--- src/rtl/core/ubxfe_pkg.sv ---
// Shared types and constants of the UBX frame encoder.
`default_nettype none
package ubxfe_pkg;

  // Sync characters and the opcode of an input item.
  localparam logic [7:0] SYNC_CHAR_1 = 8'hb5;
  localparam logic [7:0] SYNC_CHAR_2 = 8'h62;
  localparam logic       OP_START    = 1'b0;
  localparam logic       OP_DATA     = 1'b1;

  // Highest step index of each job shape.
  localparam logic [2:0] STEP_HDR_LAST     = 3'd5;
  localparam logic [2:0] STEP_HDR_CK_LAST  = 3'd7;
  localparam logic [2:0] STEP_DATA_LAST    = 3'd0;
  localparam logic [2:0] STEP_DATA_CK_LAST = 3'd2;

  // Kind of work the back end carries out for one item.
  typedef enum logic [1:0] {
    JOB_START,
    JOB_DATA,
    JOB_STRAY
  } job_kind_t;

  // One classified item, ready to be expanded into output bytes.
  // For a start item b0..b3 are class, id, length low and length high;
  // for a payload item b0 is the payload byte.
  typedef struct packed {
    job_kind_t  kind;
    logic       cksum;
    logic [7:0] b0;
    logic [7:0] b1;
    logic [7:0] b2;
    logic [7:0] b3;
    logic [7:0] sum_a;
    logic [7:0] sum_b;
  } job_t;

endpackage
`default_nettype wire

--- src/rtl/core/ubxfe_front.sv ---
// Front end: frame state, Fletcher sums and classification of input items.
`default_nettype none
module ubxfe_front
  import ubxfe_pkg::*;
(
  input  wire logic        clk,
  input  wire logic        rst_n,
  input  wire logic        acc,
  input  wire logic        opcode,
  input  wire logic [7:0]  msg_class,
  input  wire logic [7:0]  msg_id,
  input  wire logic [15:0] payload_length,
  input  wire logic [7:0]  payload_byte,
  output job_t             job,
  output logic             job_push
);

  logic        frame_open_r, frame_open_nxt;
  logic [15:0] bytes_left_r, bytes_left_nxt;
  logic [7:0]  sum_a_r, sum_a_nxt;
  logic [7:0]  sum_b_r, sum_b_nxt;

  logic [7:0]  a1, a2, a3, a4, s1, s2, s3, s4;
  logic [7:0]  pa, pb;
  logic [15:0] left_dec;

  // Header sums (four chained byte adds from zero) and payload sums.
  always_comb begin
    a1 = msg_class;
    s1 = msg_class;
    a2 = a1 + msg_id;
    s2 = s1 + a2;
    a3 = a2 + payload_length[7:0];
    s3 = s2 + a3;
    a4 = a3 + payload_length[15:8];
    s4 = s3 + a4;
    pa = sum_a_r + payload_byte;
    pb = sum_b_r + pa;
    left_dec = bytes_left_r - 16'd1;
  end

  // Classify the item and work out the state that it leaves.
  always_comb begin
    frame_open_nxt = frame_open_r;
    bytes_left_nxt = bytes_left_r;
    sum_a_nxt      = sum_a_r;
    sum_b_nxt      = sum_b_r;
    job.kind       = JOB_STRAY;
    job.cksum      = 1'b0;
    job.b0         = msg_class;
    job.b1         = msg_id;
    job.b2         = payload_length[7:0];
    job.b3         = payload_length[15:8];
    job.sum_a      = a4;
    job.sum_b      = s4;
    if (opcode == OP_START) begin
      job.kind       = JOB_START;
      job.cksum      = (payload_length == 16'd0);
      sum_a_nxt      = a4;
      sum_b_nxt      = s4;
      frame_open_nxt = (payload_length != 16'd0);
      bytes_left_nxt = payload_length;
    end else if (frame_open_r) begin
      job.kind       = JOB_DATA;
      job.b0         = payload_byte;
      job.cksum      = (left_dec == 16'd0);
      job.sum_a      = pa;
      job.sum_b      = pb;
      sum_a_nxt      = pa;
      sum_b_nxt      = pb;
      bytes_left_nxt = left_dec;
      frame_open_nxt = (left_dec != 16'd0);
    end
  end

  assign job_push = acc;

  // State registers, updated on every accepted item.
  always_ff @(posedge clk) begin
    if (!rst_n) begin
      frame_open_r <= 1'b0;
      bytes_left_r <= '0;
      sum_a_r      <= '0;
      sum_b_r      <= '0;
    end else if (acc) begin
      frame_open_r <= frame_open_nxt;
      bytes_left_r <= bytes_left_nxt;
      sum_a_r      <= sum_a_nxt;
      sum_b_r      <= sum_b_nxt;
    end
  end

`ifndef NO_ASSERTIONS
  // An open frame always has payload bytes still to come.
  a_open_has_left: assert property (@(posedge clk) disable iff (!rst_n)
    frame_open_r |-> (bytes_left_r != 16'd0))
    else $error("open frame with no bytes left");

  // A closed frame keeps no byte count.
  a_closed_no_left: assert property (@(posedge clk) disable iff (!rst_n)
    !frame_open_r |-> (bytes_left_r == 16'd0))
    else $error("closed frame with bytes left");
`endif

endmodule
`default_nettype wire

--- src/rtl/core/ubxfe_queue.sv ---
// Short job queue between the front end and the back end.
`default_nettype none
module ubxfe_queue
  import ubxfe_pkg::*;
#(
  parameter int DEPTH = 4
) (
  input  wire logic clk,
  input  wire logic rst_n,
  input  wire logic wr_en,
  input  job_t      wr_job,
  output logic      full,
  input  wire logic rd_en,
  output job_t      rd_job,
  output logic      rd_valid
);

  localparam int PW = (DEPTH > 1) ? $clog2(DEPTH) : 1;
  localparam int CW = $clog2(DEPTH + 1);

  job_t          slots_r [DEPTH];
  logic [PW-1:0] wr_ptr_r, rd_ptr_r;
  logic [CW-1:0] count_r;
  logic          do_wr, do_rd;

  assign full     = (count_r == CW'(DEPTH));
  assign rd_valid = (count_r != '0);
  assign rd_job   = slots_r[rd_ptr_r];
  assign do_wr    = wr_en && !full;
  assign do_rd    = rd_en && rd_valid;

  // Job storage.
  always_ff @(posedge clk) begin
    if (do_wr) begin
      slots_r[wr_ptr_r] <= wr_job;
    end
  end

  // Pointers and fill count.
  always_ff @(posedge clk) begin
    if (!rst_n) begin
      wr_ptr_r <= '0;
      rd_ptr_r <= '0;
      count_r  <= '0;
    end else begin
      if (do_wr) begin
        wr_ptr_r <= (wr_ptr_r == PW'(DEPTH - 1)) ? '0 : wr_ptr_r + 1'b1;
      end
      if (do_rd) begin
        rd_ptr_r <= (rd_ptr_r == PW'(DEPTH - 1)) ? '0 : rd_ptr_r + 1'b1;
      end
      if (do_wr && !do_rd) begin
        count_r <= count_r + 1'b1;
      end else if (do_rd && !do_wr) begin
        count_r <= count_r - 1'b1;
      end
    end
  end

`ifndef NO_ASSERTIONS
  // The fill count never runs past the depth.
  a_count_range: assert property (@(posedge clk) disable iff (!rst_n)
    count_r <= CW'(DEPTH))
    else $error("queue count overflow");

  // Head and tail pointers meet only when the queue is empty or full.
  a_ptr_meet: assert property (@(posedge clk) disable iff (!rst_n)
    (wr_ptr_r == rd_ptr_r) |-> (count_r == '0 || count_r == CW'(DEPTH)))
    else $error("queue pointers out of step with count");
`endif

endmodule
`default_nettype wire

--- src/rtl/core/ubxfe_back.sv ---
// Back end: expands each job into output bytes behind an output register.
`default_nettype none
module ubxfe_back
  import ubxfe_pkg::*;
(
  input  wire logic        clk,
  input  wire logic        rst_n,
  input  wire logic        q_valid,
  input  job_t             q_job,
  output logic             q_pop,
  output logic             empty,
  input  wire logic        pop,
  output logic [7:0]       out_byte,
  output logic             out_last_of_run,
  output logic             out_end_of_frame,
  output logic             out_stray_byte
);

  logic [2:0] step_r, step_nxt;
  logic [2:0] last_step;
  logic       load;
  logic       at_last;
  logic [7:0] res_byte;
  logic       res_stray;

  logic       valid_r;
  logic [7:0] byte_r;
  logic       last_r, eof_r, stray_r;

  // Last step of the job at the queue head.
  always_comb begin
    case (q_job.kind)
      JOB_START: last_step = q_job.cksum ? STEP_HDR_CK_LAST : STEP_HDR_LAST;
      JOB_DATA:  last_step = q_job.cksum ? STEP_DATA_CK_LAST : STEP_DATA_LAST;
      JOB_STRAY: last_step = STEP_DATA_LAST;
      default:   last_step = STEP_DATA_LAST;
    endcase
  end

  // Byte produced at the current step.
  always_comb begin
    res_stray = 1'b0;
    res_byte  = 8'h00;
    case (q_job.kind)
      JOB_START: begin
        case (step_r)
          3'd0:    res_byte = SYNC_CHAR_1;
          3'd1:    res_byte = SYNC_CHAR_2;
          3'd2:    res_byte = q_job.b0;
          3'd3:    res_byte = q_job.b1;
          3'd4:    res_byte = q_job.b2;
          3'd5:    res_byte = q_job.b3;
          3'd6:    res_byte = q_job.sum_a;
          default: res_byte = q_job.sum_b;
        endcase
      end
      JOB_DATA: begin
        case (step_r)
          3'd0:    res_byte = q_job.b0;
          3'd1:    res_byte = q_job.sum_a;
          default: res_byte = q_job.sum_b;
        endcase
      end
      JOB_STRAY: res_stray = 1'b1;
      default:   res_stray = 1'b1;
    endcase
  end

  // Advance one step whenever the output register can take a result.
  assign load     = q_valid && (!valid_r || pop);
  assign at_last  = (step_r == last_step);
  assign q_pop    = load && at_last;
  assign step_nxt = at_last ? 3'd0 : step_r + 3'd1;

  always_ff @(posedge clk) begin
    if (!rst_n) begin
      step_r  <= '0;
      valid_r <= 1'b0;
    end else begin
      if (load) begin
        step_r <= step_nxt;
      end
      if (load) begin
        valid_r <= 1'b1;
      end else if (pop) begin
        valid_r <= 1'b0;
      end
    end
  end

  // Output payload register.
  always_ff @(posedge clk) begin
    if (load) begin
      byte_r  <= res_byte;
      last_r  <= at_last;
      eof_r   <= at_last && q_job.cksum && (q_job.kind != JOB_STRAY);
      stray_r <= res_stray;
    end
  end

  assign empty            = !valid_r;
  assign out_byte         = byte_r;
  assign out_last_of_run  = last_r;
  assign out_end_of_frame = eof_r;
  assign out_stray_byte   = stray_r;

`ifndef NO_ASSERTIONS
  // The step counter never passes the end of the job at the head.
  a_step_range: assert property (@(posedge clk) disable iff (!rst_n)
    q_valid |-> (step_r <= last_step))
    else $error("step beyond end of job");

  // A job leaves the queue only while no step of it is pending.
  a_idle_step: assert property (@(posedge clk) disable iff (!rst_n)
    !q_valid |-> (step_r == 3'd0))
    else $error("step counter left mid-job");
`endif

endmodule
`default_nettype wire

--- src/rtl/core/ubx_frame_encoder_unit.sv ---
// Top level of the UBX frame encoder with Fletcher-8 checksum.
//
//   channel  direction  handshake      fields
//   input    in         push / full    in_opcode, in_msg_class, in_msg_id,
//                                      in_payload_length, in_payload_byte
//   result   out        empty / pop    out_byte, out_last_of_run,
//                                      out_end_of_frame, out_stray_byte
//
// One output byte leaves per cycle while jobs are queued and pop is held high.
// A stray or mid-frame payload item yields one byte, the last payload byte of a
// frame three, and a start item six or eight; the back end's step counter sets
// that figure. An accepted item is written into the job queue and, with the
// output free, its first byte is then loaded into the output register, which
// makes empty fall. Reset is synchronous; it empties the queue and closes any
// open frame. A stalled output fills the job queue, and full rises only when all
// QUEUE_DEPTH entries hold jobs.
`default_nettype none
module ubx_frame_encoder_unit
  import ubxfe_pkg::*;
#(
  parameter int QUEUE_DEPTH = 4
) (
  input  wire logic        clk,
  input  wire logic        rst_n,
  input  wire logic        push,
  output logic             full,
  input  wire logic        in_opcode,
  input  wire logic [7:0]  in_msg_class,
  input  wire logic [7:0]  in_msg_id,
  input  wire logic [15:0] in_payload_length,
  input  wire logic [7:0]  in_payload_byte,
  output logic             empty,
  input  wire logic        pop,
  output logic [7:0]       out_byte,
  output logic             out_last_of_run,
  output logic             out_end_of_frame,
  output logic             out_stray_byte
);

  job_t front_job, head_job;
  logic front_push, head_valid, head_pop, acc;

  assign acc = push && !full;

  // Front end: classify the item and update frame state.
  ubxfe_front u_front (
    .clk            (clk),
    .rst_n          (rst_n),
    .acc            (acc),
    .opcode         (in_opcode),
    .msg_class      (in_msg_class),
    .msg_id         (in_msg_id),
    .payload_length (in_payload_length),
    .payload_byte   (in_payload_byte),
    .job            (front_job),
    .job_push       (front_push)
  );

  // Job queue between the two halves.
  ubxfe_queue #(
    .DEPTH (QUEUE_DEPTH)
  ) u_queue (
    .clk      (clk),
    .rst_n    (rst_n),
    .wr_en    (front_push),
    .wr_job   (front_job),
    .full     (full),
    .rd_en    (head_pop),
    .rd_job   (head_job),
    .rd_valid (head_valid)
  );

  // Back end: emit the bytes of each job.
  ubxfe_back u_back (
    .clk              (clk),
    .rst_n            (rst_n),
    .q_valid          (head_valid),
    .q_job            (head_job),
    .q_pop            (head_pop),
    .empty            (empty),
    .pop              (pop),
    .out_byte         (out_byte),
    .out_last_of_run  (out_last_of_run),
    .out_end_of_frame (out_end_of_frame),
    .out_stray_byte   (out_stray_byte)
  );

endmodule
`default_nettype wire

--- config.mk ---
export PLATFORM = sky130hd
export DESIGN_NAME = ubx_frame_encoder_unit
export DESIGN_NICKNAME = d
export VERILOG_FILES = /design/src/rtl/core/ubxfe_pkg.sv /design/src/rtl/core/ubxfe_front.sv /design/src/rtl/core/ubxfe_queue.sv /design/src/rtl/core/ubxfe_back.sv /design/src/rtl/core/ubx_frame_encoder_unit.sv
export SDC_FILE = /design/constraint.sdc
export NUM_CORES = 1
export LEC_CHECK = 0
export BUFFER_PORTS_ARGS = -buffer_cell sky130_fd_sc_hd__buf_2
export CAP_MARGIN = 10
export CORE_MARGIN = 4
export CORE_UTILIZATION = 50
export CTS_BUF_LIST = sky130_fd_sc_hd__clkbuf_8
export DETAILED_ROUTE_END_ITERATION = 7
export PLACE_DENSITY = 0.76
export SLEW_MARGIN = 0
export SYNTH_ARGS = -nofsm -noshare
export SYNTH_HDL_FRONTEND = slang
export SYNTH_SLANG_ARGS = --single-unit
export TNS_END_PERCENT = 10
--- constraint.sdc ---
create_clock -name clk -period 14.3 [get_ports clk]
set_input_delay 1.43 -clock clk [delete_from_list [all_inputs] [get_ports clk]]
set_output_delay 1.43 -clock clk [all_outputs]
set_load 0.02 [all_outputs]
**Word level (Yosys, flattened, before mapping)**

Memories as Yosys holds them, arrays and structs flattened. A register that Yosys moved wholly into a read port is not among the register bits.
Index checks and enable logic that the tools add are counted.

- $add $sub $neg: 14
- Equality and inequality tests: 13
- Multiplexer cells: 31
- Reduce and logical (&&, ||, !) cells: 25

Operators with widths:

| kind | number |
|---|---|
| 8-bit adder | 8 |
| 16-bit 2-to-1 mux | 4 |
| 8-bit one-hot mux with 7 select lines | 1 |
| 8-bit 2-to-1 mux | 5 |
| 16-bit logical NOT | 2 |
| 8-bit one-hot mux with 2 select lines | 2 |
| 16-bit nonzero test | 2 |
| 16-bit by 1-bit subtractor with 16-bit output (second input constant) | 1 |
| 3-bit equality test (second input constant) | 4 |
| 2-bit 2-to-1 mux | 6 |
| 3-bit 2-to-1 mux | 4 |
| 11-bit 2-to-1 mux | 1 |
| 1-bit logical AND | 9 |
| 1-bit 2-to-1 mux | 7 |
| 3-bit by 1-bit adder with 3-bit output (second input constant) | 2 |
| 3-bit by 2-bit equality test with 1-bit output (second input constant) | 2 |
| 3-bit one-hot mux with 2 select lines | 1 |
| 2-bit by 1-bit adder with 2-bit output (second input constant) | 2 |
| 2-bit equality test (second input constant) | 2 |
| 1-bit logical NOT | 4 |
| 2-bit nonzero test | 2 |
| 3-bit by 1-bit equality test with 1-bit output (second input constant) | 1 |
| 3-bit equality test | 1 |
| 3-bit logical NOT | 1 |
| 9 further kinds | 9 |

- Flip-flop bits (word level): 55
- RAM bits: 204
- Input bits: 45
- Output and inout bits: 13
- Memories kept: 1

Memories:

| memory | depth | bits a word | read ports | clocked after memory_dff | wr ports | line | source |
|---|---|---|---|---|---|---|---|
| u_queue.slots_r | 4 | 51 | 1 | 1 | 1 | ubxfe_queue.sv:21 | `job_t slots_r [DEPTH];` |

**Longest topological paths before layout**

Gate-level depths: netlist of run 1.

- Word-level depth: 8
- Gate-level depth with buffers: 22
- Depth with buffers taken out: 22

**Modules after synthesis**

From an unflattened synthesis of run 1, not the netlist that was laid out.

- Cell total of the unflattened synthesis: 1032
- Area, all modules: 13466.7 um^2

Modules (own cells, without submodules):

| module | times used | cells each | area an instance (um^2) | seq. area each (um^2) |
|---|---|---|---|---|
| ubxfe_queue | 1 | 318 | 7900.1 | 6306.0 |
| ubxfe_front | 1 | 567 | 4267.8 | 660.6 |
| ubxfe_back | 1 | 146 | 1285.0 | 410.4 |
| ubx_frame_encoder_unit | 1 | 1 | 13.8 | 0.0 |

**Worst setup path after synthesis of run 1**

Ideal clock, no wire load.

- Path kind: input to register
- Start point: in in_msg_class[0]
- End point: mem u_queue.slots_r[0][7] (netlist bit) (data pin)
- Data arrival time: 5883 ps
- Data required time: 14028 ps
- Path slack: 8146 ps
- Cell stages on the path: 19
- Path buffers: 0
- Cell sequence: ha_1 -> fa_1 -> fa_1 -> ha_1 -> a21o_1 -> a21oi_1 -> o21bai_1 -> a21oi_1 -> xor2_1 -> fa_1 -> fa_1 -> inv_1 -> ha_1 -> o21ai_0 -> o21bai_1 -> a21oi_1 -> xnor2_1 -> xnor2_1 -> o21ai_1

RTL lines:

| element | line | source |
|---|---|---|
| start, declared | ubx_frame_encoder_unit.sv:28 | `input wire logic [7:0] in_msg_class,` |
| end, declared | ubxfe_queue.sv:21 |  |

==> results.tsv, run 1 <==
stage	metric	value	unit
setup_path	worst-setup-path-type	primary input to flop	
route	wl	31500	um
yosys	mappedNetlistNets	1137	
cells_and_area	seqCellArea	7380	um2
pwr	p_per_area	229	nW/um2
setup_path	cp_max_fo	4	
setup_path	crit_top_cell	ha_1	
yosys	ys_warn_count	0	
setup_path	worstSetupStartpointType	primary input	
yosys	synth_area_per_cell	12.9	um2
yosys	synth_edf_count	215	
placed_design	portBuffers	57	
cells_and_area	post-route-util	55.9	%
yosys	ys_seq_area_share	56.3	%
cells_and_area	syn_to_final_growth	10.4	%
route	num_vias	8729	
sta	final-setup-viol-count	0	
status	outcome	completed	
clock_network	cts.htree.levels	2	
route	first_iter_violations	861	
grt	grt_pass1_vias	8588	
cells_and_area	nFillCells	2069	
placed_design	placed_area	13700	um2
cells_and_area	diodes	0	
cells_and_area	multi_input_area	5320	um2
grt	grt_max_degree	52	
floorplanning	pin_count	58	
sta	hold_viol	0	
yosys	synthesis.area	13100	um2
min_path	worstHoldPathType	flop to flop	
cells_and_area	finalNetCount	1198	
grt	grt_pass1_wl	49000	um
sta	max_freq	160	MHz
route	ant_nets	0	
sta	worst_pin_slew	0.988	ns
clock_network	hold_buffers	0	
clock_network	clockBufferDepth	3	
yosys	synth_cell_types	64	
yosys	ys.flop_type	edfxtp_1	
sta	period_needed	6.26	ns
yosys	synthArstFlopShare	0	%
grt	track_usage	22.1	%
grt	antenna_found_initial	0	
cells_and_area	post-route-cell-area	14500	um2
placed_design	pre_cts_ws	7.51	ns
clock_network	post_cts_buffers	0	
setup_path	reg2reg_depth	12	
sta	skew	0.0178	ns
cells_and_area	final_common_cell	edfxtp_1	
setup_path	critPathRequiredTime	14.56	ns
floorplanning	std_cell_rows	59	
cells_and_area	final_cell_mix	edfxtp_1, nand2_1, inv_1	
yosys	ys_ff_latch	261	
clock_network	cts_buffers	42	
pwr	peakVddDrop	0.000172	V
setup_path	critical_path.endpoint_type	flop	
route	drtPass1Iterations	5	
sta	rsz0062_at_grt	no	
sta	timing.final.crit_share	43.8	%
route	drc_errors	0	
setup_path	critPathSlowestCell	fa_1	
clock_network	post_cts_resized	0	
job	drv_cap	0	
setup_path	cp.arrival	6.52	ns
min_path	whs_path_depth	2	
clock_network	cts_tree	done	
route	wire_per_inst	21.9	um
floorplanning	die_h	170	um
floorplanning	core_area	25900	um2
floorplanning	initial_core_util	50.6	%
sta	slew-limit-headroom	34.1	%
route	viasPerCell	6.05	
placed_design	dp_hpwl	21100	um
clock_network	insertion_delay	0.55	ns
clock_network	cts_root_buffer	clkbuf_8	
setup_path	path_cells	buf_2 -> ha_1 -> fa_1 -> ha_1 -> a21o_1 -> a21oi_1 -> nor2b_1 -> nor2_1 -> nor2_1 -> nor2_1 -> xnor2_1 -> ha_1 -> xor2_1 -> fa_1 -> fa_1 -> inv_1 -> ha_1 -> o21ai_0 -> o21bai_1 -> a21oi_1 -> xnor2_1 -> xnor2_1 -> o21ai_1	
floorplanning	chipWidth	170	um
floorplanning	die-area	28900	um2
sta	maxSlewViolCount	0	
cells_and_area	final_layout_size_suffix_gt1_share	16.8	%
grt	overflow	0	
setup_path	critPathMaxStageDelay	0.59	ns
clock_network	clk_pin_slew	0.06	ns
sta	setup_tns	0	ns
yosys	synthCells	1017	
pwr	p_leak	5.32	nW
sta	fin_ws	8.04	ns
clock_network	cts.sinks	261	
placed_design	place_congestion	0.889	
-- sequential cells by signal, summed over array words and instances (netlist names), 2 cells and up, named ones only --
register              count
u_queue.slots_r         204
u_front.bytes_left_r     16
u_back.out_byte           8
u_front.sum_a_r           8
u_front.sum_b_r           8
u_back.step_r             3
u_queue.count_r           3
u_queue.rd_ptr_r          2
u_queue.wr_ptr_r          2
-- metal layers --
metal,global-route usage (%),wire [um],vias to the layer above
met5,0,0,-
met4,7.40,1050,0
met3,3.58,2970,71
met2,36.0,15000,418
met1,30.6,12500,4286
li1,-,-,3954
-- logic make-up (layout without fill, tap and decap cells) --
logic type / after synthesis / in the layout / share of synthesized area (%)
fa+ha+maj: 75 / 75 / 8.25
xor+xnor: 51 / 51 / 3.51
flops: 261 / 261 / 56.3
simple gates: 230 / 230 / 8.10
mux: 62 / 62 / 9.62
compound gates: 229 / 229 / 11.0
buf+inv: 109 / 200 / 3.22
-- Yosys cell counts (7+ instances only) --
library cell | instances | area (um2)
edfxtp_1 | 215 | 6460
nand2_1 | 88 | 330
nor2_1 | 68 | 255
a21oi_1 | 63 | 315
inv_1 | 58 | 218
ha_1 | 56 | 701
mux4_2 | 51 | 1150
dfxtp_1 | 46 | 921
o21ai_0 | 43 | 215
clkbuf_1 | 41 | 154
xnor2_1 | 32 | 280
a211oi_1 | 20 | 150
fa_1 | 19 | 380
xor2_1 | 18 | 158
nor3_1 | 17 | 85.1
a22oi_1 | 15 | 113
o21ai_1 | 15 | 75.1
a21o_1 | 13 | 97.6
o21bai_1 | 11 | 82.6
and2_1 | 9 | 56.3
mux2i_1 | 9 | 90.1
o211ai_1 | 8 | 60.1
buf_2 | 7 | 35.0
nor4_1 | 7 | 43.8
-- power breakdown --
| group | switching, mW | internal [mW] | leakage [nW] |
|---|---|---|---|
| Combinational | 0.942 | 0.607 | 2.53 |
| Sequential | 0.0622 | 1.11 | 2.36 |
| Clock | 0.286 | 0.307 | 0.429 |
| Total | 1.29 | 2.03 | 5.32 |
-- through the flow --
stage / total power, mW / cells / hold slack [ns]
2_1_floorplan: 2.32 / 1017 / 0.436
3_3_place_gp: 2.66 / 1369 / 0.452
3_5_place_dp: 2.72 / 1369 / 0.464
4_1_cts: 3.31 / 1443 / 0.473
5_1_grt: 3.54 / 1443 / 0.495
6_report: 3.32 / 1443 / 0.473
-- critical path, delay by kind of cell --
family | cells | cell delay (ns)
fa+ha+maj | 7 | 2.76
compound gates | 6 | 0.96
xor+xnor | 4 | 0.79
simple gates | 4 | 0.37
buf+inv | 2 | 0.19
-- final timing paths --
| path | startpoint | endpoint | slack (ns) |
|---|---|---|---|
| worst min-delay path | u_back.valid_r | u_back.valid_r | 0.47 |
| worst max register to register | flop | u_queue.count_r[2] | 10.10 |
| worst min register to register | u_back.valid_r | u_back.valid_r | 0.47 |
| worst max-delay path | in_msg_class[0] | u_queue.slots_r[3][7] | 8.04 |
-- cell type report --
cell class | count | area share [%]
Clock buffer | 45 | 4.28
Clock inverter | 29 | 1.02
Inverter | 58 | 1.50
Multi-Input combinational cell | 647 | 36.8
Sequential cell | 261 | 51.0
Tap cell | 335 | 2.90
Timing Repair Buffer | 68 | 2.54
Power figures use the tool's default switching activity.
==> inputs of run 2 (changes only) <==
PLACE_DENSITY = 0.78   (was 0.76)
clock period = 5.7 ns   (was 14.3 ns; I/O delays follow)
==> results.tsv, run 2 (same netlist as run 1, synthesis figures left out) <==
stage	metric	value	unit
route	num_vias	8727	
min_path	whs_path_depth	1	
sta	timing.final.crit_share	92.1	%
route	first_iter_violations	861	
clock_network	cts.htree.levels	2	
placed_design	portBuffers	57	
route	wire_per_inst	21.7	um
setup_path	critPathSlowestCell	fa_1	
setup_path	cp.arrival	5.52	ns
setup_path	critPathTopFamily	adder cells	
route	viasPerCell	5.96	
floorplanning	std_cell_rows	59	
clock_network	cts_root_buffer	clkbuf_8	
setup_path	cp_max_fo	4	
floorplanning	chipWidth	170	um
cells_and_area	largest_reg_flops	204	
grt	overflow	0	
grt	grt_max_degree	48	
pwr	p_per_area	597	nW/um2
sta	maxSlewViolCount	0	
pwr	finalPower	8.80	mW
cells_and_area	final_common_cell	edfxtp_1	
min_path	worstHoldPathType	primary input to flop	
floorplanning	core_area	25900	um2
clock_network	clockBufferDepth	3	
route	wl	31800	um
placed_design	post-place-cells	1386	
placed_design	dp_hpwl	21800	um
floorplanning	die-area	28900	um2
setup_path	critPathRequiredTime	5.97	ns
sta	final-setup-viol-count	0	
cells_and_area	finalNetCount	1216	
cells_and_area	final_layout_size_suffix_gt1_share	19.1	%
pwr	peakVddDrop	0.000382	V
setup_path	worst-setup-path-type	primary input to flop	
grt	track_usage	22.3	%
sta	worst_pin_slew	1.16	ns
clock_network	post_cts_resized	0	
cells_and_area	nFillCells	2069	
setup_path	critical_path.endpoint_type	flop	
floorplanning	die_h	170	um
clock_network	clk_pin_slew	0.06	ns
sta	max_freq	191	MHz
grt	antenna_found_initial	0	
clock_network	hold_buffers	0	
route	drc_errors	0	
clock_network	post_cts_buffers	0	
setup_path	reg2reg_depth	11	
placed_design	place_congestion	0.874	
status	outcome	completed	
pwr	p_leak	5.46	nW
cells_and_area	diodes	0	
sta	holdWs	0.272	ns
clock_network	cts.sinks	261	
cells_and_area	syn_to_final_growth	12.4	%
grt	grt_pass1_vias	8753	
clock_network	insertion_delay	0.56	ns
cells_and_area	layout.cells.non_filler	1465	
clock_network	cts_tree	done	
cells_and_area	reg_top3	u_queue.slots_r x204, u_front.bytes_left_r x16	
route	ant_nets	0	
sta	hold_viol	0	
cells_and_area	final_cell_mix	edfxtp_1, nand2_1, nor2_1	
sta	slew-limit-headroom	22.7	%
sta	rsz0062_at_grt	no	
floorplanning	initial_core_util	50.6	%
job	drv_cap	0	
cells_and_area	largest-register	u_queue.slots_r	
floorplanning	pin_count	58	
setup_path	cp.depth	22	
setup_path	worstSetupStartpointType	primary input	
setup_path	path_cells	buf_2 -> ha_1 -> fa_1 -> ha_1 -> a21o_1 -> a21oi_1 -> xnor2_1 -> ha_1 -> inv_1 -> o21bai_1 -> a21oi_1 -> xor2_1 -> fa_1 -> fa_1 -> inv_1 -> ha_1 -> o21ai_0 -> o21bai_1 -> a21oi_1 -> xnor2_1 -> xnor2_1 -> o21ai_1	
sta	period_needed	5.25	ns
sta	skew	0.0327	ns
grt	grt_pass1_wl	49400	um
clock_network	cts_buffers	43	
route	drtPass1Iterations	6	
setup_path	critPathMaxStageDelay	0.58	ns
setup_path	critPathBufInv	3	
setup_path	crit_top_cell	ha_1	
[run 2: power breakdown]
group / internal (mW) / switching [mW] / total [mW]
clock: 0.955 / 0.745 / 1.70
sequential: 2.79 / 0.184 / 2.98
combinational: 1.74 / 2.38 / 4.12
total: 5.48 / 3.31 / 8.80
[run 2: final cells by class]
cell class	instances	area, um2	share of cell area (%)
clock buffers	51	702	4.76
clock inverters	28	205	1.39
inverters	58	218	1.48
multi-input cells	647	5320	36.1
flip-flops and latches	261	7380	50.1
well taps	335	419	2.84
repair buffers	85	495	3.36
[run 2: per-stage QoR]
stage                     worst slack (ns)  util (%)  setup TNS [ns]  instance area [um2]
after floorplan                      0.406         -               0                13100
after global placement              0.0569      53.4               0                13800
after detailed placement           -0.0714      53.4          -0.286                13800
after global routing                 0.102      56.9               0                14700
after CTS                            0.478      56.9               0                14700
final                                0.452      56.9               0                14700
[run 2: final timing paths]
path                      start                     end  slack (ns)
max             in_msg_class[0]   u_queue.slots_r[1][7]        0.45
min                in_msg_id[6]  u_queue.slots_r[0][38]        0.27
max reg2reg                flop      u_queue.count_r[2]        2.01
min reg2reg  u_front.sum_b_r[2]      u_front.sum_b_r[2]        0.47
[run 2: layer usage]
layer  global-route usage, %  vias to the layer above  share of wire [%]
li1                        -                     3989                  -
met1                    30.9                     4260                 41
met2                    35.4                      408                 47
met3                    4.48                       70                9.2
met4                    8.06                        0                3.3
met5                       0                        -                  0
[run 2: worst register-to-register path, delay by kind of cell, from the launching register on]
family                   cells  cell delay, ns
AO/OA/AOI/OAI                3            0.50
XOR/XNOR                     1            0.18
adder cells (fa/ha/maj)      2            0.60
buffers and inverters        1            0.06
flip-flops                   1            0.76
multiplexers                 1            0.81
AND/OR/NAND/NOR              3            0.71
